--- src/sv/tcs_pkg.sv ---
// ----------------------------------------------------------------------------
// tcs_pkg
// Shared types, constants and helpers for the touch coordinate scaler.
// ----------------------------------------------------------------------------
`default_nettype none

package tcs_pkg;

  localparam int unsigned RawWidth   = 12;
  localparam int unsigned CoordWidth = 16;
  localparam int unsigned ValWidth   = 16;
  localparam int unsigned DenWidth   = RawWidth + 1;
  localparam int unsigned ProdWidth  = 30;
  localparam int unsigned MagWidth   = 28;
  localparam int unsigned QuoWidth   = 17;
  localparam int unsigned CntWidth   = $clog2(QuoWidth);
  localparam int unsigned CfgIdxWidth = 3;
  localparam int unsigned OrientWidth = 3;

  // Pressure thresholds, the full-scale raw conversion value and reset values.
  localparam logic [RawWidth-1:0] TouchLevel   = 12'd400;
  localparam logic [RawWidth-1:0] ReleaseLevel = 12'd200;
  localparam logic [15:0]         RawMax       = 16'd4095;
  localparam logic [RawWidth-1:0] CalHighReset = RawMax[RawWidth-1:0];
  localparam logic [RawWidth-1:0] ScreenReset  = 12'd100;

  localparam int unsigned OrientSwap = 0;
  localparam int unsigned OrientInvX = 1;
  localparam int unsigned OrientInvY = 2;

  localparam logic [CoordWidth-1:0] CoordNone = '1;

  typedef enum logic [CfgIdxWidth-1:0] {
    CFG_X_LOW  = 3'd0,
    CFG_X_HIGH = 3'd1,
    CFG_Y_LOW  = 3'd2,
    CFG_Y_HIGH = 3'd3,
    CFG_WIDTH  = 3'd4,
    CFG_HEIGHT = 3'd5,
    CFG_ORIENT = 3'd6
  } cfg_index_e;

  typedef struct packed {
    logic [RawWidth-1:0]    x_low;
    logic [RawWidth-1:0]    x_high;
    logic [RawWidth-1:0]    y_low;
    logic [RawWidth-1:0]    y_high;
    logic [RawWidth-1:0]    width;
    logic [RawWidth-1:0]    height;
    logic [OrientWidth-1:0] orient;
  } cfg_t;

  typedef enum logic [2:0] {
    ST_IDLE,
    ST_MUL,
    ST_CHK,
    ST_DIV,
    ST_FIN
  } state_e;

  typedef struct packed {
    logic load;
    logic axis;
    logic mul;
    logic chk;
    logic div_step;
    logic store_x;
    logic finish;
  } dp_cmd_t;

  // Turns an unsigned quotient magnitude into the saturated signed coordinate.
  function automatic logic [CoordWidth-1:0] sat_quot(
    input logic [QuoWidth-1:0] mag,
    input logic                neg,
    input logic                sat,
    input logic                zero
  );
    logic [CoordWidth-1:0] res;
    if (zero) begin
      res = '0;
    end else if (!neg) begin
      if (sat || (mag > QuoWidth'(32767))) res = 16'h7FFF;
      else res = mag[CoordWidth-1:0];
    end else begin
      if (sat || (mag > QuoWidth'(32768))) res = 16'h8000;
      else res = CoordWidth'(QuoWidth'(0) - mag);
    end
    return res;
  endfunction

endpackage

`default_nettype wire

--- src/sv/tcs_cfg_regs.sv ---
// ----------------------------------------------------------------------------
// tcs_cfg_regs
// Calibration, screen size and orientation registers behind a write port.
// ----------------------------------------------------------------------------
`default_nettype none

module tcs_cfg_regs
  import tcs_pkg::*;
(
  input  wire logic                   clk_i,
  input  wire logic                   rst_ni,
  input  wire logic                   cfg_we_i,
  input  wire logic [CfgIdxWidth-1:0] cfg_index_i,
  input  wire logic [RawWidth-1:0]    cfg_wdata_i,
  output cfg_t                        cfg_o
);

  cfg_t cfg_q, cfg_d;

  always_comb begin
    cfg_d = cfg_q;
    if (cfg_we_i) begin
      unique case (cfg_index_e'(cfg_index_i))
        CFG_X_LOW:  cfg_d.x_low  = cfg_wdata_i;
        CFG_X_HIGH: cfg_d.x_high = cfg_wdata_i;
        CFG_Y_LOW:  cfg_d.y_low  = cfg_wdata_i;
        CFG_Y_HIGH: cfg_d.y_high = cfg_wdata_i;
        CFG_WIDTH:  cfg_d.width  = cfg_wdata_i;
        CFG_HEIGHT: cfg_d.height = cfg_wdata_i;
        CFG_ORIENT: cfg_d.orient = cfg_wdata_i[OrientWidth-1:0];
        default:    cfg_d = cfg_q;
      endcase
    end
  end

  always_ff @(posedge clk_i or negedge rst_ni) begin
    if (!rst_ni) begin
      cfg_q.x_low  <= '0;
      cfg_q.x_high <= CalHighReset;
      cfg_q.y_low  <= '0;
      cfg_q.y_high <= CalHighReset;
      cfg_q.width  <= ScreenReset;
      cfg_q.height <= ScreenReset;
      cfg_q.orient <= '0;
    end else begin
      cfg_q <= cfg_d;
    end
  end

  assign cfg_o = cfg_q;

endmodule

`default_nettype wire

--- src/sv/tcs_ctrl.sv ---
// ----------------------------------------------------------------------------
// tcs_ctrl
// Sequencer: multiply, set-up and divide steps for each axis, then finish.
// ----------------------------------------------------------------------------
`default_nettype none

module tcs_ctrl
  import tcs_pkg::*;
(
  input  wire logic clk_i,
  input  wire logic rst_ni,
  input  wire logic in_valid_i,
  output logic      in_stall_o,
  output logic      out_valid_o,
  input  wire logic out_stall_i,
  output dp_cmd_t   cmd_o
);

  state_e              state_q, state_d;
  logic                axis_q, axis_d;
  logic [CntWidth-1:0] cnt_q, cnt_d;
  logic                out_valid_q, out_valid_d;

  always_ff @(posedge clk_i or negedge rst_ni) begin
    if (!rst_ni) begin
      state_q     <= ST_IDLE;
      axis_q      <= 1'b0;
      cnt_q       <= '0;
      out_valid_q <= 1'b0;
    end else begin
      state_q     <= state_d;
      axis_q      <= axis_d;
      cnt_q       <= cnt_d;
      out_valid_q <= out_valid_d;
    end
  end

  always_comb begin
    state_d     = state_q;
    axis_d      = axis_q;
    cnt_d       = cnt_q;
    // A waiting result is dropped from the register once it is transferred.
    out_valid_d = out_valid_q && out_stall_i;
    cmd_o       = '0;
    cmd_o.axis  = axis_q;
    in_stall_o  = (state_q != ST_IDLE);

    unique case (state_q)
      ST_IDLE: begin
        if (in_valid_i) begin
          cmd_o.load = 1'b1;
          axis_d     = 1'b0;
          state_d    = ST_MUL;
        end
      end
      ST_MUL: begin
        cmd_o.mul     = 1'b1;
        // The x quotient is still in the divider when y starts.
        cmd_o.store_x = axis_q;
        state_d       = ST_CHK;
      end
      ST_CHK: begin
        cmd_o.chk = 1'b1;
        cnt_d     = '0;
        state_d   = ST_DIV;
      end
      ST_DIV: begin
        cmd_o.div_step = 1'b1;
        if (cnt_q == CntWidth'(QuoWidth - 1)) begin
          if (!axis_q) begin
            axis_d  = 1'b1;
            state_d = ST_MUL;
          end else begin
            state_d = ST_FIN;
          end
        end else begin
          cnt_d = cnt_q + CntWidth'(1);
        end
      end
      ST_FIN: begin
        if (!out_valid_q || !out_stall_i) begin
          cmd_o.finish = 1'b1;
          out_valid_d  = 1'b1;
          state_d      = ST_IDLE;
        end
      end
      default: state_d = ST_IDLE;
    endcase
  end

  assign out_valid_o = out_valid_q;

endmodule

`default_nettype wire

--- src/sv/tcs_datapath.sv ---
// ----------------------------------------------------------------------------
// tcs_datapath
// Orientation, multiplier, shared restoring divider, hysteresis and results.
// ----------------------------------------------------------------------------
`default_nettype none

module tcs_datapath
  import tcs_pkg::*;
(
  input  wire logic                  clk_i,
  input  wire logic                  rst_ni,
  input  cfg_t                       cfg_i,
  input  dp_cmd_t                    cmd_i,
  input  wire logic [RawWidth-1:0]   raw_x_i,
  input  wire logic [RawWidth-1:0]   raw_y_i,
  input  wire logic [RawWidth-1:0]   raw_pressure_i,
  output logic [CoordWidth-1:0]      scaled_x_o,
  output logic [CoordWidth-1:0]      scaled_y_o,
  output logic [CoordWidth-1:0]      reported_x_o,
  output logic [CoordWidth-1:0]      reported_y_o,
  output logic                       is_touched_o,
  output logic                       press_event_o,
  output logic                       release_event_o,
  output logic [CoordWidth-1:0]      press_at_x_o,
  output logic [CoordWidth-1:0]      press_at_y_o,
  output logic [CoordWidth-1:0]      release_at_x_o,
  output logic [CoordWidth-1:0]      release_at_y_o
);

  // Sample registers
  logic [ValWidth-1:0] val_x_q, val_y_q;
  logic [RawWidth-1:0] pres_q;
  logic [ValWidth-1:0] inv_x, inv_y;

  // Product and divider registers
  logic [ProdWidth-1:0] prod_q;
  logic [DenWidth-1:0]  den_q;
  logic [RawWidth-1:0]  rem_q, dvs_q;
  logic [QuoWidth-1:0]  quo_q;
  logic                 sat_q, neg_q, zero_q;
  logic [CoordWidth-1:0] res_x_q;

  // Touch state
  logic                  touched_q;
  logic [CoordWidth-1:0] press_x_q, press_y_q, rel_x_q, rel_y_q;

  // Output payload
  logic [CoordWidth-1:0] sx_out_q, sy_out_q, rx_out_q, ry_out_q;
  logic                  touched_out_q, press_out_q, release_out_q;
  logic [CoordWidth-1:0] px_out_q, py_out_q, qx_out_q, qy_out_q;

  // Axis selection and multiply
  logic [ValWidth-1:0]  v_sel;
  logic [RawWidth-1:0]  lo_sel, hi_sel, size_sel;
  logic [ValWidth:0]    diff;
  logic [ProdWidth-1:0] prod;
  logic [DenWidth-1:0]  den;

  // Divider set-up and step
  logic [MagWidth-1:0]  nmag;
  logic [RawWidth-1:0]  dmag;
  logic [RawWidth:0]    trial, trial_sub;
  logic                 trial_ge;
  logic [CoordWidth-1:0] cur_res;

  // Hysteresis
  logic do_press, do_release, touched_next;

  assign inv_x = cfg_i.orient[OrientInvX] ?
                 ({4'b0, cfg_i.x_high} - {4'b0, raw_x_i}) : {4'b0, raw_x_i};
  assign inv_y = cfg_i.orient[OrientInvY] ?
                 ({4'b0, cfg_i.y_high} - {4'b0, raw_y_i}) : {4'b0, raw_y_i};

  always_ff @(posedge clk_i) begin
    if (cmd_i.load) begin
      if (cfg_i.orient[OrientSwap]) begin
        val_x_q <= inv_y;
        val_y_q <= inv_x;
      end else begin
        val_x_q <= inv_x;
        val_y_q <= inv_y;
      end
      pres_q <= raw_pressure_i;
    end
  end

  assign v_sel    = cmd_i.axis ? val_y_q      : val_x_q;
  assign lo_sel   = cmd_i.axis ? cfg_i.y_low  : cfg_i.x_low;
  assign hi_sel   = cmd_i.axis ? cfg_i.y_high : cfg_i.x_high;
  assign size_sel = cmd_i.axis ? cfg_i.height : cfg_i.width;

  // Two's complement: the low product bits are the same signed or unsigned.
  assign diff = {1'b0, v_sel} - {5'b0, lo_sel};
  assign prod = {{(ProdWidth - ValWidth - 1){diff[ValWidth]}}, diff} *
                {{(ProdWidth - RawWidth){1'b0}}, size_sel};
  assign den  = {1'b0, hi_sel} - {1'b0, lo_sel};

  always_ff @(posedge clk_i) begin
    if (cmd_i.mul) begin
      prod_q <= prod;
      den_q  <= den;
    end
  end

  // Magnitudes fit 28 bits for the numerator and 12 for the denominator.
  assign nmag = prod_q[ProdWidth-1] ? MagWidth'(~prod_q + ProdWidth'(1))
                                    : prod_q[MagWidth-1:0];
  assign dmag = den_q[DenWidth-1] ? RawWidth'(~den_q + DenWidth'(1))
                                  : den_q[RawWidth-1:0];

  assign trial     = {rem_q, quo_q[QuoWidth-1]};
  assign trial_ge  = trial >= {1'b0, dvs_q};
  assign trial_sub = trial - {1'b0, dvs_q};

  always_ff @(posedge clk_i) begin
    if (cmd_i.chk) begin
      // If the top bits already reach the divisor, the quotient needs more
      // than 17 bits and the result saturates whatever the sign (a zero divisor gives zero).
      sat_q  <= {1'b0, nmag[MagWidth-1:QuoWidth]} >= dmag;
      neg_q  <= prod_q[ProdWidth-1] ^ den_q[DenWidth-1];
      zero_q <= (den_q == '0);
      rem_q  <= {1'b0, nmag[MagWidth-1:QuoWidth]};
      quo_q  <= nmag[QuoWidth-1:0];
      dvs_q  <= dmag;
    end else if (cmd_i.div_step) begin
      rem_q <= trial_ge ? trial_sub[RawWidth-1:0] : trial[RawWidth-1:0];
      quo_q <= {quo_q[QuoWidth-2:0], trial_ge};
    end
  end

  assign cur_res = sat_quot(quo_q, neg_q, sat_q, zero_q);

  always_ff @(posedge clk_i) begin
    if (cmd_i.store_x) begin
      res_x_q <= cur_res;
    end
  end

  assign do_release   = touched_q && (pres_q < ReleaseLevel);
  assign do_press     = !touched_q && (pres_q > TouchLevel);
  assign touched_next = (touched_q && !do_release) || do_press;

  always_ff @(posedge clk_i or negedge rst_ni) begin
    if (!rst_ni) begin
      touched_q <= 1'b0;
      press_x_q <= CoordNone;
      press_y_q <= CoordNone;
      rel_x_q   <= CoordNone;
      rel_y_q   <= CoordNone;
    end else if (cmd_i.finish) begin
      touched_q <= touched_next;
      if (do_press) begin
        press_x_q <= res_x_q;
        press_y_q <= cur_res;
      end
      if (do_release) begin
        rel_x_q <= res_x_q;
        rel_y_q <= cur_res;
      end
    end
  end

  always_ff @(posedge clk_i) begin
    if (cmd_i.finish) begin
      sx_out_q      <= res_x_q;
      sy_out_q      <= cur_res;
      rx_out_q      <= touched_next ? res_x_q : CoordNone;
      ry_out_q      <= touched_next ? cur_res : CoordNone;
      touched_out_q <= touched_next;
      press_out_q   <= do_press;
      release_out_q <= do_release;
      px_out_q      <= do_press ? res_x_q : press_x_q;
      py_out_q      <= do_press ? cur_res : press_y_q;
      qx_out_q      <= do_release ? res_x_q : rel_x_q;
      qy_out_q      <= do_release ? cur_res : rel_y_q;
    end
  end

  assign scaled_x_o      = sx_out_q;
  assign scaled_y_o      = sy_out_q;
  assign reported_x_o    = rx_out_q;
  assign reported_y_o    = ry_out_q;
  assign is_touched_o    = touched_out_q;
  assign press_event_o   = press_out_q;
  assign release_event_o = release_out_q;
  assign press_at_x_o    = px_out_q;
  assign press_at_y_o    = py_out_q;
  assign release_at_x_o  = qx_out_q;
  assign release_at_y_o  = qy_out_q;

endmodule

`default_nettype wire

--- src/sv/touch_coordinate_scaler_with_hysteresis_unit.sv ---
// ----------------------------------------------------------------------------
// touch_coordinate_scaler_with_hysteresis_unit
// Calibrates raw touch samples to screen coordinates and tracks touch state.
// ----------------------------------------------------------------------------
// Each raw sample is captured and oriented at the transfer on the input
// channel; then for each axis come a multiply step, a divider set-up step
// and 17 steps of the shared restoring divider, and a final step for the
// touch hysteresis loads the result into the output register. The block
// takes no new sample until it is through with the last one. A new sample
// is taken as soon as the previous result has been loaded, even while that
// result still waits to be transferred; if a result is still waiting when
// the next one is complete, the block holds until it is taken.
// Configuration registers take effect for the next sample when written while
// the block is idle; the user must write them only then, as the block itself
// does not enforce it.
`default_nettype none

module touch_coordinate_scaler_with_hysteresis_unit
  import tcs_pkg::*;
(
  input  wire logic                   clk_i,
  input  wire logic                   rst_ni,
  input  wire logic                   cfg_we_i,
  input  wire logic [CfgIdxWidth-1:0] cfg_index_i,
  input  wire logic [RawWidth-1:0]    cfg_wdata_i,
  input  wire logic                   in_valid_i,
  output logic                        in_stall_o,
  input  wire logic [RawWidth-1:0]    raw_x_i,
  input  wire logic [RawWidth-1:0]    raw_y_i,
  input  wire logic [RawWidth-1:0]    raw_pressure_i,
  output logic                        out_valid_o,
  input  wire logic                   out_stall_i,
  output logic [CoordWidth-1:0]       scaled_x_o,
  output logic [CoordWidth-1:0]       scaled_y_o,
  output logic [CoordWidth-1:0]       reported_x_o,
  output logic [CoordWidth-1:0]       reported_y_o,
  output logic                        is_touched_o,
  output logic                        press_event_o,
  output logic                        release_event_o,
  output logic [CoordWidth-1:0]       press_at_x_o,
  output logic [CoordWidth-1:0]       press_at_y_o,
  output logic [CoordWidth-1:0]       release_at_x_o,
  output logic [CoordWidth-1:0]       release_at_y_o
);

  cfg_t    cfg;
  dp_cmd_t cmd;

  tcs_cfg_regs u_cfg_regs (
    .clk_i       (clk_i),
    .rst_ni      (rst_ni),
    .cfg_we_i    (cfg_we_i),
    .cfg_index_i (cfg_index_i),
    .cfg_wdata_i (cfg_wdata_i),
    .cfg_o       (cfg)
  );

  tcs_ctrl u_ctrl (
    .clk_i       (clk_i),
    .rst_ni      (rst_ni),
    .in_valid_i  (in_valid_i),
    .in_stall_o  (in_stall_o),
    .out_valid_o (out_valid_o),
    .out_stall_i (out_stall_i),
    .cmd_o       (cmd)
  );

  tcs_datapath u_datapath (
    .clk_i           (clk_i),
    .rst_ni          (rst_ni),
    .cfg_i           (cfg),
    .cmd_i           (cmd),
    .raw_x_i         (raw_x_i),
    .raw_y_i         (raw_y_i),
    .raw_pressure_i  (raw_pressure_i),
    .scaled_x_o      (scaled_x_o),
    .scaled_y_o      (scaled_y_o),
    .reported_x_o    (reported_x_o),
    .reported_y_o    (reported_y_o),
    .is_touched_o    (is_touched_o),
    .press_event_o   (press_event_o),
    .release_event_o (release_event_o),
    .press_at_x_o    (press_at_x_o),
    .press_at_y_o    (press_at_y_o),
    .release_at_x_o  (release_at_x_o),
    .release_at_y_o  (release_at_y_o)
  );

endmodule

`default_nettype wire

--- config.mk ---
export PLATFORM = sky130hd
export DESIGN_NAME = touch_coordinate_scaler_with_hysteresis_unit
export DESIGN_NICKNAME = d
export VERILOG_FILES = /design/src/sv/tcs_pkg.sv /design/src/sv/tcs_cfg_regs.sv /design/src/sv/tcs_ctrl.sv /design/src/sv/tcs_datapath.sv /design/src/sv/touch_coordinate_scaler_with_hysteresis_unit.sv
export SDC_FILE = /design/constraint.sdc
export NUM_CORES = 1
export LEC_CHECK = 0
export ABC_AREA = 0
export BUFFER_PORTS_ARGS = -buffer_cell sky130_fd_sc_hd__buf_2
export CORE_MARGIN = 3
export CORE_UTILIZATION = 60
export CTS_CLUSTER_DIAMETER = 50
export CTS_CLUSTER_SIZE = 12
export DETAILED_ROUTE_END_ITERATION = 8
export HOLD_SLACK_MARGIN = 0.15
export PLACE_DENSITY = 0.79
export SLEW_MARGIN = 20
export SYNTH_ARGS = -nofsm -noshare
export SYNTH_HDL_FRONTEND = slang
export SYNTH_SLANG_ARGS = --single-unit
--- constraint.sdc ---
create_clock -name clk_i -period 17.91 [get_ports clk_i]
set_clock_uncertainty 0.15 [all_clocks]
set_input_delay 4.4775 -clock clk_i [delete_from_list [all_inputs] [get_ports clk_i]]
set_output_delay 4.4775 -clock clk_i [all_outputs]
set_load 0.01 [all_outputs]
Yosys cells after proc, flatten, opt, wreduce, memory -nomap -nowiden
Cells that the tools add are included.
{"block": "op_classes", "mux": 43, "magnitude_cmp": 6, "n_mul": 1, "n_reduce_logical": 29, "n_addsub": 9, "n_eq_ne": 15, "n_bitwise": 3}
{"cell": "16-bit 2-to-1 mux", "count": 13}
{"cell": "12-bit 2-to-1 mux", "count": 5}
{"cell": "12-bit by 12-bit subtractor with 13-bit output", "count": 3}
{"cell": "17-bit 2-to-1 mux", "count": 2}
{"cell": "17-bit by 13-bit multiplier with 30-bit output", "count": 1}
{"cell": "28-bit by 1-bit adder with 28-bit output, second input constant", "count": 1}
{"cell": "28-bit 2-to-1 mux", "count": 1}
{"cell": "28-bit NOT", "count": 1}
{"cell": "11-bit 2-to-1 mux", "count": 2}
{"cell": "17-bit by 15-bit > comparator with 1-bit output, second input constant", "count": 1}
{"cell": "17-bit by 16-bit > comparator with 1-bit output, second input constant", "count": 1}
{"cell": "16-bit by 12-bit subtractor with 17-bit output", "count": 1}
{"cell": "2-bit AND reduction", "count": 8}
{"cell": "1-bit by 16-bit subtractor with 16-bit output, first input constant", "count": 1}
{"cell": "3-bit case mux with 5 select lines", "count": 1}
{"cell": "13-bit by 12-bit greater-or-equal comparator with 1-bit output", "count": 1}
{"cell": "13-bit zero test", "count": 1}
{"cell": "12-bit by 1-bit adder with 12-bit output, second input constant", "count": 1}
{"cell": "3-bit by 2-bit == test with 1-bit output, second input constant", "count": 4}
{"cell": "3-bit == test, second input constant", "count": 4}
{"cell": "11-bit by 12-bit greater-or-equal comparator with 1-bit output", "count": 1}
{"cell": "12-bit by 9-bit > comparator with 1-bit output, second input constant", "count": 1}
{"cell": "12-bit by 8-bit less-than comparator with 1-bit output, second input constant", "count": 1}
{"cell": "1-bit 2-to-1 mux", "count": 12}
{"cell": "19 further kinds", "count": 38}
{"block": "word_totals", "in_bits": 56, "out_inout_bits": 133, "elab_cells": 146, "reg_bits": 428}

Depth between registers and ports, before layout
Gate-level depths: netlist (run 1).
{"block": "depth", "word_depth": 6, "depth_mapped": 34, "mapped_depth_nobuf": 29}

By module
From an unflattened synthesis (run 1), not the netlist that was laid out.
{"block": "unflattened", "cells_unflattened": 2672, "area_unflattened_um2": 28796.4}
{"module": "tcs_datapath", "area_each_um2": 25162.9, "cells_each": 2444, "instances": 1, "seq_area_each_um2": 9834.4}
{"module": "tcs_cfg_regs", "area_each_um2": 3034.2, "cells_each": 163, "instances": 1, "seq_area_each_um2": 1914.3}
{"module": "tcs_ctrl", "area_each_um2": 599.3, "cells_each": 65, "instances": 1, "seq_area_each_um2": 250.2}

Least setup slack after synthesis (run 1)
Ideal clock, no wire load.
{"block": "synth_timing", "path_kind": "input-to-reg", "startpoint": "input out_stall_i", "endpoint": "register u_datapath.touched_out_q (netlist: u_datapath.is_touched_o), enable pin", "required_time_ns": 17.214, "path_stages": 4, "arrival_time_ns": 8.624, "path_slack_ns": 8.590, "n_path_buf": 1, "setup_ns": 0.546, "path_cell_list": "nand2_1 -> nand3_1 -> inv_2 -> buf_1"}
{"item": "start, declared", "line": "touch_coordinate_scaler_with_hysteresis_unit.sv:32", "source": "input wire logic out_stall_i,"}
{"item": "end signal, assigned", "line": "tcs_datapath.sv:169", "source": "touched_out_q <= touched_next;"}
{"item": "end, declared", "line": "tcs_datapath.sv:49", "source": "logic touched_out_q, press_out_q, release_out_q;"}

Worst setup path in the final report (run 1)
{"block": "layout_timing", "startpoint": "register u_ctrl.axis_q", "endpoint": "register u_datapath.prod_q[26] (data pin)"}
{"block": "layout_via", "elab_chain_len": 3, "elab_cells_between_ends": 5}
{"item": "start, declared", "line": "tcs_ctrl.sv:20", "source": "logic axis_q, axis_d;"}
{"item": "start signal, assigned", "line": "tcs_ctrl.sv:32", "source": "axis_q <= axis_d;"}
{"item": "16-bit 2-to-1 mux or 12-bit 2-to-1 mux (tied branches)", "line": "tcs_datapath.sv:87, tcs_datapath.sv:88"}
{"item": "16-bit by 12-bit subtractor with 17-bit output", "line": "tcs_datapath.sv:93", "source": "assign diff = {1'b0, v_sel} - {5'b0, lo_sel};"}
{"item": "17-bit by 13-bit multiplier with 30-bit output (*)", "line": "tcs_datapath.sv:94", "source": "assign prod = {{(ProdWidth - ValWidth - 1){diff[ValWidth]}}, diff} *"}
{"item": "named net u_datapath.prod[26]", "line": "tcs_datapath.sv:56", "source": "logic [ProdWidth-1:0] prod;"}
{"item": "end signal, assigned", "line": "tcs_datapath.sv:100", "source": "prod_q <= prod;"}
{"item": "end, declared", "line": "tcs_datapath.sv:36", "source": "logic [ProdWidth-1:0] prod_q;"}
The timed path passes the listed nets; every way through them passes the cells marked *.
A chain may end at the register's enable or synchronous reset.

==> results of run 1 <==
-- per-layer routing --
layer	vias up	GRT usage [%]	share of wire (%)
li1	9361	-	-
met1	10030	35.19	40
met2	800	48.24	49
met3	195	3.921	5.9
met4	0	12.81	5.1
met5	-	0	0
-- worst max-delay path, delay by kind of cell (launching register included) --
kind            cells  cell delay [ps]
fa+ha+maj           7             3240
compound gates     11             2810
simple gates        2             1260
buf+inv             6              970
mux                 1              430
flops               1              340
xor+xnor            1               80
-- cells by family (layout without fill, tap and decap cells) --
family	count (synthesis)	in the layout	synth area share (%)
AO/OA/AOI/OAI	355	355	8.015
XOR/XNOR	100	100	3.088
adder cells (fa/ha/maj)	339	339	20.06
buffers and inverters	460	660	6.092
flip-flops	421	421	42.30
multiplexers	200	200	7.675
AND/OR/NAND/NOR	807	807	12.77
-- path summary, 6_finish.rpt --
check / start / end / slack [ps] / cells after the start
worst max-delay path: u_ctrl.axis_q / u_datapath.prod_q[26] / 8320 / 28
worst min-delay path: u_datapath.rem_q[11] / u_datapath.rem_q[11] / 310 / 2
worst max register to register: u_ctrl.axis_q / u_datapath.prod_q[26] / 8320 / 28
worst min register to register: u_datapath.rem_q[11] / u_datapath.rem_q[11] / 310 / 2
max in group asynchronous: rst_ni / u_ctrl.axis_q / 12390 / 2
min in group asynchronous: rst_ni / u_cfg_regs.cfg_o[23] / 3740 / 1
-- registers in the layout (all words and copies together) (netlist names), 16 cells and up --
name,count
u_cfg_regs.cfg_o,75
u_datapath.prod_q,29
u_datapath.quo_q,17
u_datapath.press_at_x_o,16
u_datapath.press_at_y_o,16
u_datapath.press_x_q,16
u_datapath.press_y_q,16
u_datapath.rel_x_q,16
u_datapath.rel_y_q,16
u_datapath.release_at_x_o,16
u_datapath.release_at_y_o,16
u_datapath.reported_x_o,16
u_datapath.reported_y_o,16
u_datapath.res_x_q,16
u_datapath.scaled_x_o,16
u_datapath.scaled_y_o,16
-- cell type report --
class	instances	area [um^2]	area share (%)
Timing Repair Buffer	208	1097	3.506
Clock inverter	13	137.6	0.4397
Sequential cell	421	12000	38.34
Tap cell	607	759.5	2.426
Inverter	368	1386	4.429
Clock buffer	71	1255	4.009
Multi-Input combinational cell	1801	14670	46.85
-- layout by cell type (no fill, tap or decap), types with 8 or more instances in the layout --
master,netlist,routed
buf_4,0,20
a21oi_1,69,69
ha_1,146,146
nand2b_1,43,43
clkbuf_16,0,46
o21a_1,13,13
dfrtp_1,56,55
or3_1,22,22
nor2_1,155,155
a21o_1,15,15
xnor2_1,64,64
buf_2,1,187
nand2_1,384,383
fa_1,193,193
o41ai_1,9,9
or2_2,9,9
mux2_2,140,140
o31ai_1,13,13
dfstp_2,94,94
mux2i_1,60,60
edfxtp_1,270,270
nor2b_1,18,18
inv_1,366,366
and3_1,19,19
nor3_1,53,52
o211ai_1,12,12
o21ai_0,126,126
clkbuf_1,80,24
o221ai_1,8,8
nand3_1,58,58
xor2_1,36,36
a21boi_0,13,13
-- stage by stage --
stage	setup WS (ps)	utilization [%]	area, um^2
after floorplan	8590	-	28360
after global placement	8417	64.08	29890
after detailed placement	8194	64.08	29900
after CTS	8181	67.07	31290
after global routing	7710	67.09	31300
final	8323	67.09	31300
==> key figures, run 1 <==
Clock tree
  • CTS clk-pin slew, worst paths: 60 ps
  • H-tree depth: 2
  • Num CTS Buffers: 45
  • Total setup buffers inserted after CTS: 0
  • Clock tree buffer depth: 3
  • Worst skew pair latency: 600 ps
  • CTS Hold Buffers Added: 0
  • CTS Sinks: 421
  • CTS Root Buffer Type: clkbuf_16
  • TritonCTS clock tree: built
  • CTS resizes: 0

Finish
  • Area Overhead vs Synth: 10.35%
  • N_diodes: 0
  • Share of cells above drive strength 1: 18.42%
  • Net count, final: 3,240
  • Fillcell total: 3,457
  • Final non-filler cell total: 3,489

Synthesis
  • Ys Warns: 0
  • Share of the synthesized area in the top cell type: 28.58%
  • Mapped Avg Cell Area: 10.58 um^2
  • Prevailing post-synth register cell: edfxtp_1
  • Flops & latches, synth: 421
  • Mapped Cells: 2,682
  • Number of library cell types mapped by synthesis: 70
  • Cell taking the most area after synthesis: edfxtp_1
  • Dominant cells by area after synthesis: edfxtp_1 29%, fa_1 14%, dfstp_2 8.7%, ha_1 6.4%, mux2_2 5.6%
  • Seq/Total Area, Yosys: 42.30%
  • Number of synthesized flops with an enable pin: 270
  • Synth top cells by count: 384 x nand2_1, 366 x inv_1, 270 x edfxtp_1
  • Asr flop ratio synth: 35.63%
  • Synth Net Count: 3,077
  • Count leader, synth: nand2_1
  • Cell area after synthesis: 28,360 um^2

Setup path
  • Worst EP arrival: 9780 ps
  • Slowest stage delay, CP: 790 ps
  • CP Max Fanout: 59
  • Slowest CP cell: nand4_1
  • Critical path required time: 18,100 ps
  • Critical path type: flop to flop
  • Crit end category: flop
  • Setup crit start kind: flop

GRT
  • Antenna violations before repair: 0
  • Gr usage total: 27.96%
  • First-pass GRT wire length: 111.0 mm
  • Gr ovfl total: 0
  • Largest net degree at the start of global routing: 91
  • Vias in the first global route: 21,210

STA
  • RSZ-0062 raised after global routing: false
  • Min Tclk post-route: 9587 ps
  • Slew headroom: 21.57%
  • Setup violators final: 0
  • Peak Freq: 104.3 MHz
  • Worst-margin pin slew: 1158 ps
  • Setup TNS: 0 ps
  • Final Hold Vio Count: 0
  • Final Max Tran Viols: 0
  • Hold WS: 308.1 ps
  • Post-route clock period utilization: 53.53%

Place
  • PortBufs: 188
  • Detailed Place HPWL: 51.86 mm
  • Dpl cells: 3,405
  • GPL Wtd Cong: 0.9494

Drt
  • Antenna-violating nets left: 0
  • Post-Route WL: 68.56 mm
  • First drt pass iteration count: 7
  • Vias per cell: 5.843
  • Iter 0 DRT Violations: 1,700
  • Drt drc: 0
  • Via Count: 20,390
  • Wire per inst: 19.65 um

Outcome
  • Status: finished clean

Floorplanning
  • Area of the core: 46,650 um^2
  • Die W: 223.4 um
  • Initial core utilization: 60.80%
  • Ports: 189
  • Rows: 79
  • DIE AREA: 49,920 um^2
  • Die H: 223.4 um

Min path
  • Worst Hold Class: flop to flop

Flow run
  • Max_cap viols: 0
Power of run 1 is left out: the tool's default activity adds up to more than one toggle a clock period on the data nets, which glitch-free logic cannot reach.
==> run 2, diff against run 1 <==
--- a/config.mk
+++ b/config.mk
@@ -5,7 +5,7 @@
 export SDC_FILE = /design/constraint.sdc
 export NUM_CORES = 1
 export LEC_CHECK = 0
-export ABC_AREA = 0
+export ABC_AREA = 1
 export BUFFER_PORTS_ARGS = -buffer_cell sky130_fd_sc_hd__buf_2
 export CORE_MARGIN = 3
 export CORE_UTILIZATION = 60
==> constraint.sdc (replaced) <==
create_clock -name clk_i -period 9.5 [get_ports clk_i]
set_clock_uncertainty 0.15 [all_clocks]
set_input_delay 2.375 -clock clk_i [delete_from_list [all_inputs] [get_ports clk_i]]
set_output_delay 2.375 -clock clk_i [all_outputs]
set_load 0.01 [all_outputs]
==> key figures, run 2 <==
Place
  • PortBufs: 188 (unchanged)
  • Detailed Place HPWL: 55.83 mm (+7.7%)
  • Placed inst area: 31,380 um^2 (+4.9%)
  • GPL Wtd Cong: 0.9551 (+0.60%)

Clock tree
  • H-tree depth: 2 (unchanged)
  • Worst skew pair latency: 620 ps (+20 ps)
  • CTS clk-pin slew, worst paths: 60 ps (about the same)
  • CTS Root Buffer Type: clkbuf_16
  • Num CTS Buffers: 48 (+6.7%)
  • CTS resizes: 0 (unchanged)
  • Total setup buffers inserted after CTS: 0 (unchanged)
  • Clock tree buffer depth: 3 (unchanged)
  • CTS Hold Buffers Added: 0 (unchanged)
  • CTS Sinks: 421 (unchanged)
  • TritonCTS clock tree: built

Setup path
  • Reg-to-Reg Start: u_ctrl.axis_q
  • Internal reg-to-reg setup slack: 1440 ps (-6890 ps)
  • Crit end category: flop
  • Slowest CP cell: fa_1
  • Setup crit start kind: flop
  • Worst R2R End: u_datapath.prod_q[29]
  • CP Max Fanout: 28 (-53%)
  • Worst EP arrival: 8250 ps (-1530 ps)
  • Critical path required time: 9690 ps (-8410 ps)
  • Critical path type: flop to flop
  • Register-to-Register Path Depth: 27 (-3.6%)
  • Slowest stage delay, CP: 710 ps (-80 ps)

Drt
  • Drt drc: 0 (unchanged)
  • Via Count: 23,290 (+14%)
  • Vias per cell: 5.435 (-7.0%)
  • Antenna-violating nets left: 0 (unchanged)
  • Wire per inst: 17.13 um (-13%)
  • Post-Route WL: 73.39 mm (+7.1%)
  • First drt pass iteration count: 6 (-1)
  • Iter 0 DRT Violations: 2,006 (+18%)

Floorplanning
  • Area of the core: 49,050 um^2 (+5.1%)
  • Die W: 229 um (+2.5%)
  • Die H: 229 um (+2.5%)
  • DIE AREA: 52,440 um^2 (+5.1%)
  • Initial core utilization: 60.83% (about the same)
  • Ports: 189 (unchanged)
  • Rows: 81 (+2.5%)

Synthesis
  • Cell area after synthesis: 29,840 um^2 (+5.2%)
  • Synth Net Count: 3,816 (+24%)
  • Number of synthesized flops with an enable pin: 270 (unchanged)
  • Count leader, synth: nand2_1
  • Dominant cells by area after synthesis: edfxtp_1 27%, fa_1 13%, nand2_1 11%, dfstp_2 8.3%, inv_1 6.9%
  • Seq/Total Area, Yosys: 40.21% (-2.1 points)
  • Flops & latches, synth: 421 (unchanged)
  • Mapped Cells: 3,421 (+28%)
  • Mapped Avg Cell Area: 8.722 um^2 (-18%)
  • Ys Warns: 0 (unchanged)
  • Asr flop ratio synth: 35.63% (unchanged)
  • Number of library cell types mapped by synthesis: 60 (-14%)
  • Prevailing post-synth register cell: edfxtp_1
  • Share of the synthesized area in the top cell type: 27.17% (-1.4 points)
  • Synth top cells by count: 872 x nand2_1, 549 x inv_1, 270 x edfxtp_1
  • Cell taking the most area after synthesis: edfxtp_1

GRT
  • GR peak layer: met2
  • Antenna violations before repair: 0 (unchanged)
  • M1 GR Usage: 37.37% (+2.2 points)
  • Gr usage total: 28.00% (+0.046 points)
  • Gr ovfl total: 0 (unchanged)
  • First-pass GRT wire length: 117.8 mm (+6.1%)
  • Vias in the first global route: 23,020 (+8.5%)
  • GRT met3 Usage: 4.726% (+0.81 points)
  • Met2 usage: 46.85% (-1.4 points)
  • Largest net degree at the start of global routing: 199 (+120%)

STA
  • Min Tclk post-route: 8063 ps (-1524 ps)
  • RSZ-0062 raised after global routing: false
  • Worst-margin pin slew: 1122 ps (-36.40 ps)
  • Final Hold Vio Count: 0 (unchanged)
  • Post-route clock period utilization: 84.87% (+31 points)
  • Setup TNS: 0 ps (unchanged)
  • Final Max Tran Viols: 0 (unchanged)
  • Peak Freq: 124.0 MHz (+19%)
  • Slew headroom: 25.04% (+3.5 points)
  • Setup violators final: 0 (unchanged)

Finish
  • Net count, final: 3,976 (+23%)
  • Share of cells above drive strength 1: 13.31% (-5.1 points)
  • Fillcell total: 3,973 (+15%)
  • N_diodes: 0 (unchanged)
  • Final instance area: 32,910 um^2 (+5.1%)
  • Post-layout util: 67.10% (about the same)
  • Max FFs per register: 75 (unchanged)
  • Area Overhead vs Synth: 10.30% (about the same)
  • Most common cell after layout, fill and taps aside: nand2_1
  • Commonest cells after routing, fill and taps aside: 872 x nand2_1, 548 x inv_1, 270 x edfxtp_1, 260 x nor2_1, 232 x o21ai_0

Flow run
  • Max_cap viols: 0 (unchanged)

Min path
  • Hold path depth: 0 (-2)
  • Hold_sp: u_datapath.res_x_q[8]
  • Hold Crit Endpoint: u_datapath.scaled_x_o[8]
  • Worst Hold Class: flop to flop

Outcome
  • Status: finished clean
==> run 2: cell type report <==
class,count,area [um^2],share of cell area (%)
clock buffer,73,1338,4.064
clock inverter,17,197.7,0.6007
inverter,559,2100,6.379
multi-input combinational,2345,15350,46.64
sequential,421,12000,36.46
tap,664,830.8,2.524
timing repair buffer,206,1095,3.326
==> run 2: layer usage <==
layer,up-vias,share of wire [%]
li1,11230,-
met1,11070,42
met2,848,48
met3,142,6.9
met4,0,3.2
met5,-,0
==> run 2: cell families (layout without fill, tap and decap cells) <==
kind of cell	count (synthesis)	count (layout)	share of synthesized area, %
buffers and inverters	655	855	8.437
multiplexers	11	11	0.3690
flip-flops	421	421	40.21
adder cells (fa/ha/maj)	339	339	19.07
AND/OR/NAND/NOR	1494	1494	21.57
XOR/XNOR	86	86	2.550
AO/OA/AOI/OAI	415	415	7.787
==> run 2: worst max path at each step <==
| stage | start | to | slack, ps | cells after the start |
|---|---|---|---|---|
| after CTS | u_ctrl.axis_q | u_datapath.prod_q[24] | 1470 | 24 |
| after global routing | u_ctrl.axis_q | u_datapath.prod_q[29] | 820 | 27 |
| after detailed placement | u_ctrl.axis_q | u_datapath.prod_q[24] | 1530 | 24 |
| final | u_ctrl.axis_q | u_datapath.prod_q[29] | 1440 | 27 |
| after floorplan | u_ctrl.axis_q | u_datapath.prod_q[29] | 2280 | 32 |
| after global placement | u_ctrl.axis_q | u_datapath.prod_q[24] | 1600 | 24 |
==> run 2: critical path, delay by kind of cell (launching register included) <==
| family | cells | cell delay (ps) |
|---|---|---|
| AOI/OAI and AO/OA | 5 | 990 |
| adders and majority gates | 7 | 3710 |
| buffers and inverters | 6 | 860 |
| DFF | 1 | 660 |
| and+or+nand+nor | 9 | 1430 |
==> run 2: stage by stage <==
stage                     cells  setup WS [ps]  hold WS, ps
after floorplan            3421           2284        276.4
after global placement     4195           1605        282.1
after detailed placement   4195           1530        285.4
after CTS                  4285           1467        300.7
after global routing       4285          818.6        314.5
final                      4285           1437        300.5
Power of run 2 is left out for the same reason.
==> run 3, diff against run 2 <==
==> constraint.sdc (replaced) <==
create_clock -name clk_i -period 7.7 [get_ports clk_i]
set_clock_uncertainty 0.15 [all_clocks]
set_input_delay 1.925 -clock clk_i [delete_from_list [all_inputs] [get_ports clk_i]]
set_output_delay 1.925 -clock clk_i [all_outputs]
set_load 0.01 [all_outputs]
==> key figures, run 3 (same netlist as run 2, synthesis figures left out) <==
Drt
  • Wire per inst: 16.89 um (-1.4%)
  • Vias per cell: 5.453 (+0.32%)
  • Drt drc: 0 (unchanged)
  • Post-Route WL: 72.54 mm (-1.2%)
  • Antenna-violating nets left: 0 (unchanged)
  • First drt pass iteration count: 6 (unchanged)
  • Via Count: 23,430 (+0.58%)
  • Iter 0 DRT Violations: 1,856 (-7.5%)

Floorplanning
  • Die H: 229 um (unchanged)
  • Initial core utilization: 60.83% (unchanged)
  • DIE AREA: 52,440 um^2 (unchanged)
  • Rows: 81 (unchanged)
  • Area of the core: 49,050 um^2 (unchanged)
  • Ports: 189 (unchanged)
  • Die W: 229 um (unchanged)

Finish
  • Area Overhead vs Synth: 10.50%
  • Final non-filler cell total: 4,296 (+0.26%)
  • Final instance area: 32,970 um^2 (+0.17%)
  • Register Area: 12,000 um^2 (unchanged)
  • Max FFs per register: 75 (unchanged)
  • Most common cell after layout, fill and taps aside: nand2_1
  • Fillcell total: 3,981 (+0.20%)
  • Net count, final: 3,988 (+0.30%)
  • Commonest cells after routing, fill and taps aside: 870 x nand2_1, 548 x inv_1, 270 x edfxtp_1, 260 x nor2_1, 231 x o21ai_0
  • Share of cells above drive strength 1: 13.58% (+0.27 points)
  • Multi-input logic area: 15,360 um^2 (about the same)

Setup path
  • Worst R2R End: u_datapath.prod_q[17]
  • Worst EP arrival: 7560 ps (-690 ps)
  • CP bufs+invs: 6 (unchanged)
  • Crit end category: flop
  • CP top delay family: adder cells
  • Register-to-Register Path Depth: 28 (+3.7%)
  • Setup crit start kind: flop
  • Slowest CP cell: fa_1
  • Reg-to-Reg Start: u_ctrl.axis_q
  • Slowest stage delay, CP: 560 ps (-150 ps)
  • Critical path required time: 7950 ps (-1740 ps)
  • Internal reg-to-reg setup slack: 400 ps (-1040 ps)
  • CP Max Fanout: 7 (-75%)
  • Critical path type: flop to flop

GRT
  • Largest net degree at the start of global routing: 199 (unchanged)
  • First-pass GRT wire length: 117.8 mm (about the same)
  • Gr ovfl total: 0 (unchanged)
  • Antenna violations before repair: 1 (+1)
  • Vias in the first global route: 23,090 (+0.31%)
  • Gr usage total: 27.98% (-0.029 points)

Place
  • Detailed Place HPWL: 55.36 mm (-0.85%)
  • Dpl cells: 4,208 (+0.31%)
  • GPL Wtd Cong: 0.9139 (-4.3%)
  • Placed inst area: 31,490 um^2 (+0.35%)
  • PortBufs: 188 (unchanged)

Clock tree
  • Num CTS Buffers: 46 (-4.2%)
  • TritonCTS clock tree: built
  • CTS Root Buffer Type: clkbuf_16
  • Clock tree buffer depth: 3 (unchanged)
  • Worst skew pair latency: 610 ps (about the same)
  • CTS Sinks: 421 (unchanged)
  • CTS clk-pin slew, worst paths: 60 ps (about the same)
  • H-tree depth: 2 (unchanged)

Min path
  • Hold path depth: 0 (unchanged)
  • Worst Hold Class: flop to flop
  • Hold_sp: u_datapath.res_x_q[9]
  • Hold Crit Endpoint: u_datapath.scaled_x_o[9]

STA
  • Worst-margin pin slew: 984.1 ps (-137.7 ps)
  • Post-route clock period utilization: 94.86% (+10 points)
  • Min Tclk post-route: 7304 ps (-758.7 ps)
  • Hold WS: 299.0 ps (-1.465 ps)
  • Final Max Tran Viols: 0 (unchanged)
  • RSZ-0062 raised after global routing: false
  • Setup violators final: 0 (unchanged)
  • Slew headroom: 34.32% (+9.3 points)
  • Setup TNS: 0 ps (unchanged)
  • Peak Freq: 136.9 MHz (+10%)
  • Final Hold Vio Count: 0 (unchanged)

Flow run
  • Max_cap viols: 0 (unchanged)

Outcome
  • Status: finished clean
-- run 3: cell types whose count changed in the layout (fill, tap and decap cells not counted), sizes merged --
cell,delta
buf,+14
clkbuf,+1
clkinv,-3
clkinvlp,-1
diode,+1
inv,-1
-- run 3: worst reg2reg max path: cells and delay by family (launching register included) --
family | cells | cell delay (ps)
flops | 1 | 400
simple gates | 10 | 1820
xor+xnor | 1 | 270
fa+ha+maj | 7 | 3320
compound gates | 4 | 630
buf+inv | 6 | 540
-- run 3: repair_timing --
action                     4_1_cts  5_1_grt
setup buffers                    0        0
hold buffers                     0        0
setup endpoints to repair        0        6
gates resized for setup          0        4
-- run 3: final cells by class --
class | count | area share (%)
Sequential cell | 421 | 36.40
Timing Repair Buffer | 220 | 3.738
Tap cell | 664 | 2.520
Inverter | 559 | 6.368
Antenna cell | 1 | 0.007590
Clock inverter | 12 | 0.4744
Clock buffer | 74 | 3.905
Multi-Input combinational cell | 2345 | 46.59
-- run 3: metrics by stage --
step                utilization, %  setup WS, ps
floorplan                        -         484.2
global route                 67.21         22.74
CTS                          67.13         385.4
global placement             64.19         404.4
finish                       67.21         395.9
detailed placement           64.19         403.9
-- run 3: layer usage --
metal  wire (um)  global-route usage (%)  vias to the layer above
li1            -                       -                    11260
met5           0                       0                        -
met3        4986                   4.316                      160
met4        2497                   10.14                        0
met2       34760                   46.82                      882
met1       30300                   37.34                    11120
-- run 3: how the worst max path moves through the flow --
stage | from | to | slack [ps] | cells past startpoint
after detailed placement | u_ctrl.axis_q | u_datapath.prod_q[17] | 400 | 28
after CTS | u_ctrl.axis_q | u_datapath.prod_q[20] | 390 | 28
after floorplan | u_ctrl.axis_q | u_datapath.prod_q[29] | 480 | 32
after global placement | u_ctrl.axis_q | u_datapath.prod_q[17] | 400 | 28
after global routing | u_ctrl.axis_q | u_datapath.prod_q[29] | 20 | 30
final | u_ctrl.axis_q | u_datapath.prod_q[17] | 400 | 28
Power of run 3 is left out for the same reason.
